File: config.mk
export PLATFORM = sky130hd
export DESIGN_NAME = positional_array_list_flat
export DESIGN_NICKNAME = d
export VERILOG_FILES = /design/src/hw/rtl/pal_pkg.sv /design/src/hw/rtl/pal_if.sv /design/src/hw/rtl/pal_cell.sv /design/src/hw/rtl/positional_array_list.sv /design/src/flat_wrapper.sv
export SDC_FILE = /design/constraint.sdc
export NUM_CORES = 1
export LEC_CHECK = 0
export BUFFER_PORTS_ARGS = -buffer_cell sky130_fd_sc_hd__buf_2
export CELL_PAD_IN_SITES_DETAIL_PLACEMENT = 1
export CELL_PAD_IN_SITES_GLOBAL_PLACEMENT = 1
export CORE_ASPECT_RATIO = 1.75
export CORE_MARGIN = 2
export CORE_UTILIZATION = 49
export DETAILED_ROUTE_END_ITERATION = 6
export PLACE_DENSITY_LB_ADDON = 0.1
export SLEW_MARGIN = 20
export SYNTH_ARGS = -nofsm -noshare
export SYNTH_HDL_FRONTEND = slang
export SYNTH_SLANG_ARGS = --single-unit
File: constraint.sdc
create_clock -name clk -period 6.55 [get_ports clk]
set_clock_uncertainty 0.1 [all_clocks]
set_input_delay 0.9825 -clock clk [delete_from_list [all_inputs] [get_ports clk]]
set_output_delay 0.9825 -clock clk [all_outputs]
set_load 0.03 [all_outputs]
File: src/hw/rtl/pal_pkg.sv
// Package for the positional array list: sizes, widths and the cell command type.
package pal_pkg;

    localparam int MAX_DEPTH = 64;
    localparam int IDX_W     = $clog2(MAX_DEPTH);
    localparam int CNT_W     = 7;
    localparam int DATA_W    = 32;
    localparam logic [CNT_W-1:0] CAP_RESET = CNT_W'(64);

    typedef enum logic
    {
        ACT_INSERT = 1'b0,
        ACT_REMOVE = 1'b1
    } pal_action_t;

    // Broadcast to every cell in the row.
    typedef struct packed
    {
        logic                     ins_en;
        logic                     rem_en;
        logic [CNT_W-1:0]         pos;
        logic signed [DATA_W-1:0] value;
    } pal_cmd_t;

endpackage

File: src/hw/rtl/pal_if.sv
// Channel interfaces for the positional array list: request, result and configuration.
interface pal_req_if
    import pal_pkg::*;
();
    logic                     valid;
    logic                     ready;
    logic                     action;
    logic [CNT_W-1:0]         position;
    logic signed [DATA_W-1:0] value;

    modport source (output valid, output action, output position, output value, input ready);
    modport sink   (input valid, input action, input position, input value, output ready);
endinterface

interface pal_rsp_if
    import pal_pkg::*;
();
    logic             valid;
    logic             ready;
    logic             accepted;
    logic [CNT_W-1:0] entry_total;
    logic             is_empty;
    logic             is_full;
    logic [CNT_W-1:0] odd_total;

    modport source (output valid, output accepted, output entry_total, output is_empty,
                    output is_full, output odd_total, input ready);
    modport sink   (input valid, input accepted, input entry_total, input is_empty,
                    input is_full, input odd_total, output ready);
endinterface

interface pal_cfg_if
    import pal_pkg::*;
();
    logic             valid;
    logic             ready;
    logic [CNT_W-1:0] capacity_in_use;

    modport source (output valid, output capacity_in_use, input ready);
    modport sink   (input valid, input capacity_in_use, output ready);
endinterface

File: src/hw/rtl/pal_cell.sv
// One list slot: holds an entry and shifts it to or from its neighbours.
module pal_cell
    import pal_pkg::*;
(
    input  logic                     clk,
    input  pal_cmd_t                 cmd,
    input  logic [IDX_W-1:0]         idx,
    input  logic signed [DATA_W-1:0] left_data,
    input  logic signed [DATA_W-1:0] right_data,
    output logic signed [DATA_W-1:0] data,
    output logic                     hit_odd
);

    logic signed [DATA_W-1:0] data_reg;
    logic signed [DATA_W-1:0] data_next;
    logic [CNT_W-1:0]         idx_ext;

    assign idx_ext = CNT_W'(idx);

    always_comb
    begin
        data_next = data_reg;
        if (cmd.ins_en)
        begin
            if (idx_ext > cmd.pos)
            begin
                data_next = left_data;
            end
            else if (idx_ext == cmd.pos)
            begin
                data_next = cmd.value;
            end
        end
        else if (cmd.rem_en)
        begin
            if (idx_ext >= cmd.pos)
            begin
                data_next = right_data;
            end
        end
    end

    always_ff @(posedge clk)
    begin
        data_reg <= data_next;
    end

    assign data    = data_reg;
    assign hit_odd = cmd.rem_en && (idx_ext == cmd.pos) && data_reg[0];

endmodule

File: src/hw/rtl/positional_array_list.sv
// Top level of the positional array list: row of cells, counters and result register.
// Ordered list of up to MAX_DEPTH signed 32-bit entries held in a row of cells. Each
// request inserts at or removes from a 0-based position; all later cells shift together in
// the same clock, and a new request is taken every cycle while the result register is
// empty or being drained. The result is registered and appears in the cycle after the
// request is taken. Capacity is written through the configuration channel, which is
// always ready; no reset sweep is needed, slots beyond the count are never read.
module positional_array_list
    import pal_pkg::*;
(
    input  logic       clk,
    input  logic       rst_n,
    pal_req_if.sink    req,
    pal_rsp_if.source  rsp,
    pal_cfg_if.sink    cfg
);

    logic [CNT_W-1:0] cap_reg;
    logic [CNT_W-1:0] count_reg;
    logic [CNT_W-1:0] count_next;
    logic [CNT_W-1:0] odd_reg;
    logic [CNT_W-1:0] odd_next;
    logic [CNT_W-1:0] cap_eff;

    logic             rsp_valid_reg;
    logic             accepted_reg;
    logic             full_reg;

    logic             fire;
    logic             ins_ok;
    logic             rem_ok;
    pal_cmd_t         cmd;

    logic signed [DATA_W-1:0] cell_data [MAX_DEPTH];
    logic [MAX_DEPTH-1:0]     cell_hit;

    assign cap_eff = (cap_reg > CNT_W'(MAX_DEPTH)) ? CNT_W'(MAX_DEPTH) : cap_reg;

    assign req.ready = !rsp_valid_reg || rsp.ready;
    assign fire      = req.valid && req.ready;
    assign cfg.ready = 1'b1;

    assign ins_ok = fire && (pal_action_t'(req.action) == ACT_INSERT)
                    && (count_reg < cap_eff) && (count_reg < CNT_W'(MAX_DEPTH));
    assign rem_ok = fire && (pal_action_t'(req.action) == ACT_REMOVE)
                    && (req.position < count_reg) && (req.position < CNT_W'(MAX_DEPTH));

    always_comb
    begin
        cmd.ins_en = ins_ok;
        cmd.rem_en = rem_ok;
        cmd.value  = req.value;
        // insert past the end appends
        cmd.pos    = (ins_ok && (req.position > count_reg)) ? count_reg : req.position;
    end

    genvar gi;
    generate
        for (gi = 0; gi < MAX_DEPTH; gi++)
        begin : g_cell
            logic signed [DATA_W-1:0] left_d;
            logic signed [DATA_W-1:0] right_d;

            if (gi == 0)
            begin : g_first
                assign left_d = req.value;
            end
            else
            begin : g_mid_l
                assign left_d = cell_data[gi-1];
            end

            if (gi == MAX_DEPTH - 1)
            begin : g_last
                assign right_d = '0;
            end
            else
            begin : g_mid_r
                assign right_d = cell_data[gi+1];
            end

            pal_cell u_cell
            (
                .clk        (clk),
                .cmd        (cmd),
                .idx        (IDX_W'(gi)),
                .left_data  (left_d),
                .right_data (right_d),
                .data       (cell_data[gi]),
                .hit_odd    (cell_hit[gi])
            );
        end
    endgenerate

    always_comb
    begin
        count_next = count_reg;
        odd_next   = odd_reg;
        if (ins_ok)
        begin
            count_next = count_reg + CNT_W'(1);
            if (req.value[0])
            begin
                odd_next = odd_reg + CNT_W'(1);
            end
        end
        else if (rem_ok)
        begin
            count_next = count_reg - CNT_W'(1);
            if (|cell_hit)
            begin
                odd_next = odd_reg - CNT_W'(1);
            end
        end
    end

    always_ff @(posedge clk or negedge rst_n)
    begin
        if (!rst_n)
        begin
            cap_reg       <= CAP_RESET;
            count_reg     <= '0;
            odd_reg       <= '0;
            rsp_valid_reg <= 1'b0;
        end
        else
        begin
            if (cfg.valid)
            begin
                cap_reg <= cfg.capacity_in_use;
            end
            count_reg <= count_next;
            odd_reg   <= odd_next;
            if (fire)
            begin
                rsp_valid_reg <= 1'b1;
            end
            else if (rsp.ready)
            begin
                rsp_valid_reg <= 1'b0;
            end
        end
    end

    always_ff @(posedge clk)
    begin
        if (fire)
        begin
            accepted_reg <= ins_ok || rem_ok;
            full_reg     <= (count_next >= cap_eff);
        end
    end

    // count and odd total are live state; they only move on a taken request
    assign rsp.valid       = rsp_valid_reg;
    assign rsp.accepted    = accepted_reg;
    assign rsp.entry_total = count_reg;
    assign rsp.is_empty    = (count_reg == '0);
    assign rsp.is_full     = full_reg;
    assign rsp.odd_total   = odd_reg;

    a_count_bound: assert property (@(posedge clk) disable iff (!rst_n)
        count_reg <= CNT_W'(MAX_DEPTH))
        else $error("entry count beyond store depth");

    a_odd_bound: assert property (@(posedge clk) disable iff (!rst_n)
        odd_reg <= count_reg)
        else $error("odd total exceeds entry count");

    a_remove_step: assert property (@(posedge clk) disable iff (!rst_n)
        rem_ok |=> (count_reg == $past(count_reg) - CNT_W'(1)))
        else $error("remove did not decrement count");

    a_no_take_when_blocked: assert property (@(posedge clk) disable iff (!rst_n)
        (rsp_valid_reg && !rsp.ready) |-> !fire)
        else $error("request taken while result stalled");

endmodule
File: src/flat_wrapper.sv
// flat-port wrapper written by rule: the top's interface ports become plain ports
module positional_array_list_flat import pal_pkg::*;
  (clk, rst_n, req_valid, req_action, req_position, req_value, req_ready, rsp_valid, rsp_accepted, rsp_entry_total, rsp_is_empty, rsp_is_full, rsp_odd_total, rsp_ready, cfg_valid, cfg_capacity_in_use, cfg_ready);
  pal_req_if req_i ();
  pal_rsp_if rsp_i ();
  pal_cfg_if cfg_i ();
  input  logic clk;
  input  logic rst_n;
  input wire logic [$bits(req_i.valid)-1:0] req_valid;
  input wire logic [$bits(req_i.action)-1:0] req_action;
  input wire logic [$bits(req_i.position)-1:0] req_position;
  input wire logic [$bits(req_i.value)-1:0] req_value;
  output wire logic [$bits(req_i.ready)-1:0] req_ready;
  output wire logic [$bits(rsp_i.valid)-1:0] rsp_valid;
  output wire logic [$bits(rsp_i.accepted)-1:0] rsp_accepted;
  output wire logic [$bits(rsp_i.entry_total)-1:0] rsp_entry_total;
  output wire logic [$bits(rsp_i.is_empty)-1:0] rsp_is_empty;
  output wire logic [$bits(rsp_i.is_full)-1:0] rsp_is_full;
  output wire logic [$bits(rsp_i.odd_total)-1:0] rsp_odd_total;
  input wire logic [$bits(rsp_i.ready)-1:0] rsp_ready;
  input wire logic [$bits(cfg_i.valid)-1:0] cfg_valid;
  input wire logic [$bits(cfg_i.capacity_in_use)-1:0] cfg_capacity_in_use;
  output wire logic [$bits(cfg_i.ready)-1:0] cfg_ready;
  assign req_i.valid = req_valid;
  assign req_i.action = req_action;
  assign req_i.position = req_position;
  assign req_i.value = req_value;
  assign req_ready = req_i.ready;
  assign rsp_valid = rsp_i.valid;
  assign rsp_accepted = rsp_i.accepted;
  assign rsp_entry_total = rsp_i.entry_total;
  assign rsp_is_empty = rsp_i.is_empty;
  assign rsp_is_full = rsp_i.is_full;
  assign rsp_odd_total = rsp_i.odd_total;
  assign rsp_i.ready = rsp_ready;
  assign cfg_i.valid = cfg_valid;
  assign cfg_i.capacity_in_use = cfg_capacity_in_use;
  assign cfg_ready = cfg_i.ready;
  positional_array_list u_core (.clk(clk), .rst_n(rst_n), .req(req_i), .rsp(rsp_i), .cfg(cfg_i));
endmodule
==> impl_results.md, run 1 <==
* Post-synth cell types at 77
* Chip Width at around 100 um
* Area of the multi-input gates at around 5000 sq um
* Final number of setup-violating endpoints at 0
* FF-to-FF Start: u_core.cap_reg[6]
* Final min period at approximately 5.4 ns
* First-pass DRT Iterations at 7
* DRC at 0
* TNS Setup at 0 ns
* # nets final at approximately 1100
* Gr usage total at 0.4226
* Switching Fraction at 0.4715
* Post-route cell area at 8572 sq um
* Post-synth top area share at 0.2496
* Hold path cells at 1
* Final WS setup at ~1.1 ns
* Leakage at roughly 3.6 nW
* Slew @ Worst Pin at about 1.1 ns
* CTS tree: built
* Mapped Cells at ~990
* Die area at roughly 17000 sq um
* Diodes inserted at 0
* P&R area growth vs syn at 7.975%
* Status: finished clean
* Async SR Flop Fraction at 0.2500
* Ports at 72
* Share of layout cells above drive strength 1 at 0.1181
* Post-synthesis net count at between 1000 and 1500
* First-pass GRT wire length at between 50000 and 60000 um
* Max IR drop VDD at ~0.26 mV
* Core Region at approximately 16000 sq um
* Sequential cell area at 2534 sq um
* Synth area leaders: edfxtp_1, mux2i_1, dfrtp_1
* Max Freq at between 150 and 200 MHz
* Final core utilization at 0.5400
* WS Path Type: register to register
* Clock slew at reported path FFs at roughly 0.070 ns
* Flops & latches, synth at just under 90
* Longest Clk Path Bufs at 2
* Worst-path fanout max at ~70
* R2R Setup Slk at 1.12 ns
* CTS Hold Bufs at 0
* Power per cell area at 303.1 nW/um^2
* Std cell rows at 61
* Worst Min Path Start: u_core.rsp.odd_total[6]
* Via density at just over 7
* Layout fillers at around 1900
* Setup bufs post-CTS at 0
* R2r worst-path depth at 16
* Synthesized area per cell at 8.003 sq um
* Post-DP Area at a little over 8000 sq um
* Post-DP HPWL at between 20000 and 30000 um
* Crit end category: register
* Layout Cells excl Fill at between 1000 and 1500
* XOR/XNOR Fraction of Synth Area at 0.01214
* Starting Density at 0.5001
* Final count of hold timing violations at 0
* Worst R2R End: u_core.rsp.odd_total[2]
* CTS buffer count at 9
* Max-cap violations at 0
* Fin crit share at 0.8292
* Htree depth at 3
* Max FFs per register at between 60 and 70
* Die height at about 170 um
* Cts repair resizes at 0
* Clock power share at 0.208
* Pre-CTS WS at 0.9481 ns
* Worst EP arrival at ~5.6 ns
* Compound-gate portion of the synthesized area at 0.2046
* Gr ovfl total at 0
* Synth Flop Type: edfxtp_1
* Initial antenna violation count at 0
* Max-slew violations at 0
* Psw at 1.225 mW
* Startpoint Class: register
* Simple-Gate Fraction of Synth Area at 0.2424
* Main combinational cell family by area after synthesis: simple AND/OR/NAND/NOR gates
* Rel. slew slack at 0.2748
* Final ANT Viol Nets at 0
* Post-detailed-route wirelength per cell at roughly 30 um
* Post-synthesis mux area share at 0.1237
* Hold path endpoint: u_core.rsp.odd_total[6]
* Worst min-delay path class: register to register
* Internal Power at between 1 and 1.5 mW
* Placed cells at between 1000 and 1500
* DR vias at 8387
* Final WL at approximately 36000 um
* Unrepaired setup endpoints after global routing: false
* Yosys warnings at 0
* Initial DRC count at roughly 900
* Register area share after synthesis at 0.3191
* Cell area after synthesis at a little under 8000 sq um
* Most frequent cells in the layout: nand2_1, nor2_1, o21ai_0
* Synth area leader: edfxtp_1
* CTS Sinks at roughly 90
* Clk root buf: clkbuf_16
* Number of global-route vias before repair at ~8800
* Most common cell after layout, fill and taps aside: nand2_1
* Combinational power share at 0.511
* CP required at 6.70 ns
* Placer Congestion at around 1.1
* Post-Synth Adder-Cell Area at 0.04665
* Flop pwr share at 0.281
* PortBufs at 39
* Clk_lat worst skew at about 0.36 ns
* Pin count of the biggest net entering global routing at 73
* Post-synth EDFFs at 66
## power groups by stage
stage                     combinational [mW]  clock [mW]  sequential [mW]
after CTS                               1.29       0.546            0.729
final                                   1.33       0.540            0.731
after global placement                  1.22           0            0.733
after floorplan                        0.732           0            0.817
after global routing                    1.40       0.562            0.736
after detailed placement                1.28           0            0.740
## how the worst max path moves through the flow
stage | end | from | slack [ns]
finish | u_core.rsp.odd_total[2] | u_core.cap_reg[6] | 1.12
global route | u_core.rsp.odd_total[3] | u_core.cap_reg[6] | 1.02
CTS | u_core.rsp.odd_total[2] | u_core.cap_reg[6] | 1.28
detailed placement | u_core.g_cell[43].u_cell.data[0] | req_position[4] | 0.95
global placement | u_core.g_cell[2].u_cell.data[0] | req_position[4] | 1.18
floorplan | u_core.rsp.is_full | u_core.rsp.entry_total[2] | 2.11
## logic make-up (layout without fill, tap and decap cells)
kind of cell,count (synthesis),count (layout)
and+or+nand+nor,407,407
AOI/OAI and AO/OA,261,261
buffers and inverters,101,108
muxes,94,94
DFF,88,88
adders and majority gates,29,29
xor gates and xnor gates,11,11
other,1,1
## critical path, stage by stage (launching register included)
cell and delay [ns]:
dfstp_2 0.56, inv_1 0.13, nand2_1 0.14, ha_1 0.27, and3_1 0.18, o21ai_0 0.21
o211a_1 0.57, clkinv_2 0.12, buf_4 0.36, nor2_2 0.24, buf_4 0.34, mux2i_1 0.62
o2bb2ai_1 0.12, o21ai_0 0.29, nand4_1 0.27, a21boi_4 0.38, mux2_4 0.34
## cell type report
cell class	instances	area share
multi-input cells	803	0.5846
flip-flops and latches	88	0.2956
repair buffers	65	0.04554
clock buffers	11	0.02832
well taps	189	0.02759
inverters	27	0.01197
clock inverters	5	0.006422
## synth_stat cells, types with 5 or more instances
cell        n
nor3_1     32
and3_1     24
a21oi_1    51
a32oi_1     8
a21o_1      7
or2_2       5
nand3b_1    5
xnor2_1    10
o21ai_0    97
buf_1       6
nand2b_1   13
a31oi_1    18
mux2i_1    73
nor3b_1     6
mux2_2     17
o22ai_1     6
ha_1       28
nand2_1   132
nand3_1    33
a22o_1      5
edfxtp_1   66
nand4_1    13
nor2b_1    12
o31ai_1     9
a22oi_1    11
dfrtp_1    21
nor2_1    102
inv_1      22
and2_1     11
a211oi_1    6
buf_2       5
clkbuf_1   60
## through the flow
stage	hold WS, ns	total power, mW
after floorplan	0.3811	1.549
after CTS	0.3755	2.564
after global routing	0.4136	2.703
after detailed placement	0.3613	2.018
after global placement	0.3638	1.949
final	0.3776	2.598
## metal layers
layer | vias up | wire, um | track usage
li1 | 3633 | - | -
met1 | 4083 | 12410 | 0.4612
met2 | 488 | 17480 | 0.7210
met3 | 183 | 2622 | 0.06791
met4 | 0 | 3494 | 0.3282
met5 | - | 0 | 0
Note: power is estimated with default switching activity, not from simulation.
==> run 2: changes to the inputs <==
--- a/config.mk
+++ b/config.mk
@@ -10,7 +10,7 @@
 export CELL_PAD_IN_SITES_GLOBAL_PLACEMENT = 1
 export CORE_ASPECT_RATIO = 1.75
 export CORE_MARGIN = 2
-export CORE_UTILIZATION = 49
+export CORE_UTILIZATION = 41
 export DETAILED_ROUTE_END_ITERATION = 6
 export PLACE_DENSITY_LB_ADDON = 0.1
 export SLEW_MARGIN = 20
==> constraint.sdc (replaced) <==
create_clock -name clk -period 4.5 [get_ports clk]
set_clock_uncertainty 0.1 [all_clocks]
set_input_delay 0.675 -clock clk [delete_from_list [all_inputs] [get_ports clk]]
set_output_delay 0.675 -clock clk [all_outputs]
set_load 0.03 [all_outputs]
==> run 2 against run 1 <==
  * Design area increased by 7.8%
  * Non-clock buffer count increased by 77
  * Setup slack got worse by 0.90 ns
  * Largest power group unchanged
==> impl_results.md, run 2 (synthesized netlist as in run 1, its figures left out) <==
* Crit end category: register
* Worst min-delay path class: input port to asynchronous set/reset pin
* Most common cell after layout, fill and taps aside: nand2_1
* PortBufs at 39
* Die height at about 190 um
* Post-detailed-route wirelength per cell at roughly 29 um
* Combinational power share at 0.526
* Worst-path fanout max at 8
* Final ANT Viol Nets at 0
* CP required at 4.49 ns
* Worst EP arrival at ~4.3 ns
* Leakage at between 3 and 4 nW
* Slew @ Worst Pin at ~0.9 ns
* CTS tree: built
* Switching Fraction at 0.4696
* Final WS setup at between 0.2 and 0.25 ns
* R2R Setup Slk at 0.22 ns
* Internal Power at 2.087 mW
* Max-cap violations at 0
* First-pass GRT wire length at ~56000 um
* Std cell rows at 67
* Pin count of the biggest net entering global routing at 71
* Flop pwr share at 0.272
* Hold_ws at between 0.15 and 0.2 ns
* # nets final at 1152
* Worst R2R End: u_core.g_cell[19].u_cell.data[0]
* Gr ovfl total at 0
* Share of layout cells above drive strength 1 at 0.1822
* Max Freq at 233.4 MHz
* Power per cell area at 426.0 nW/um^2
* Ports at 72
* DRC at 0
* FF-to-FF Start: u_core.cap_reg[6]
* Final number of setup-violating endpoints at 0
* First-pass DRT Iterations at 5
* TNS Setup at 0 ns
* Final count of hold timing violations at 0
* DR vias at ~8600
* Initial antenna violation count at 1
* Pre-CTS WS at 0.2912 ns
* WS Path Type: register to register
* Fin crit share at 0.9520
* Status: finished clean
* Placer Congestion at between 1 and 1.5
* Max IR drop VDD at about 0.27 mV
* Number of global-route vias before repair at 8955
* Post-DP HPWL at 29370 um
* CTS Sinks at 88
* Final core utilization at 0.4833
* Max-slew violations at 0
* Psw at roughly 1.8 mW
* Clk root buf: clkbuf_16
* Max FFs per register at 64
* R2r worst-path depth at 16
* Unrepaired setup endpoints after global routing: false
* Longest Clk Path Bufs at 2
* Starting Density at 0.4154
* Die area at a little over 20000 sq um
* Final min period at 4.284 ns
* Core Region at roughly 19000 sq um
* CTS buffer count at 9
* P&R area growth vs syn at 16.36%
* Gr usage total at 0.3770
* Chip Width at 109.2 um
* Rel. slew slack at 0.3867
* Final WL at 38010 um
* Clock power share at 0.202
* Total power at roughly 3.9 mW
* Clock slew at reported path FFs at around 0.070 ns
* Initial DRC count at about 710
* Startpoint Class: register
* Htree depth at 3
* Most frequent cells in the layout: nand2_1, buf_4, nor2_1
* Clk_lat worst skew at approximately 0.37 ns
* Via density at about 6.5
## run 2: cell type report
class	instances	area [sq um]
Timing Repair Buffer	142	980.9
Multi-Input combinational cell	803	5020
Sequential cell	88	2534
Clock buffer	9	225.2
Antenna cell	1	2.502
Tap cell	241	301.5
Inverter	27	102.6
Clock inverter	7	71.32
Fill cell	2363	9876
## run 2: worst max path at each step
| stage | cells after the start | to | start |
|---|---|---|---|
| global route | 16 | u_core.g_cell[57].u_cell.data[0] | u_core.cap_reg[6] |
| finish | 16 | u_core.g_cell[19].u_cell.data[0] | u_core.cap_reg[6] |
| floorplan | 20 | u_core.rsp.is_full | u_core.rsp.entry_total[2] |
| CTS | 16 | u_core.g_cell[29].u_cell.data[0] | u_core.cap_reg[6] |
| global placement | 16 | u_core.g_cell[19].u_cell.data[0] | u_core.cap_reg[6] |
| detailed placement | 16 | u_core.g_cell[29].u_cell.data[0] | u_core.cap_reg[6] |
## run 2: repair_timing
action / 4_1_cts / 5_1_grt
setup endpoints to repair: 0 / 2
resized for setup: 0 / 1
buffers inserted: 0 / 0
hold buffers: 0 / 0
## run 2: critical path, stage by stage, from the launching register on
cell and delay (ns):
dfstp_2 0.54, inv_1 0.12, nand2_1 0.13, ha_1 0.26, a21o_1 0.17, a31oi_1 0.20, o211a_1 0.21, clkinv_2 0.08
or2_2 0.43, buf_4 0.23, buf_4 0.16, o21ai_1 0.50, o21ai_0 0.26, buf_4 0.21, nor2_1 0.13, mux2i_1 0.18
o21ai_0 0.09
## run 2: metal layers
layer  part of all wire  wire, um  up-vias  global-route usage
met1               0.36     13590     4298              0.4070
met5                  0         0        -                   0
li1                   -         -     3794                   -
met4              0.096      3656        0              0.3072
met2               0.49     18760      359              0.6350
met3              0.053      2002      160             0.05457
## run 2: stage by stage
step                cell area, sq um  std cells
finish                          9238       1318
global route                    9235       1317
CTS                             9231       1317
detailed placement              8935       1301
global placement                8935       1301
floorplan                       7939        992
## run 2: power by group through the flow
stage / registers [mW] / clock network [mW] / logic (mW)
floorplan: 1.19 / 0 / 1.07
global placement: 1.08 / 0 / 1.99
detailed placement: 1.09 / 0 / 2.02
CTS: 1.07 / 0.812 / 2.03
global route: 1.08 / 0.824 / 2.19
finish: 1.07 / 0.796 / 2.07
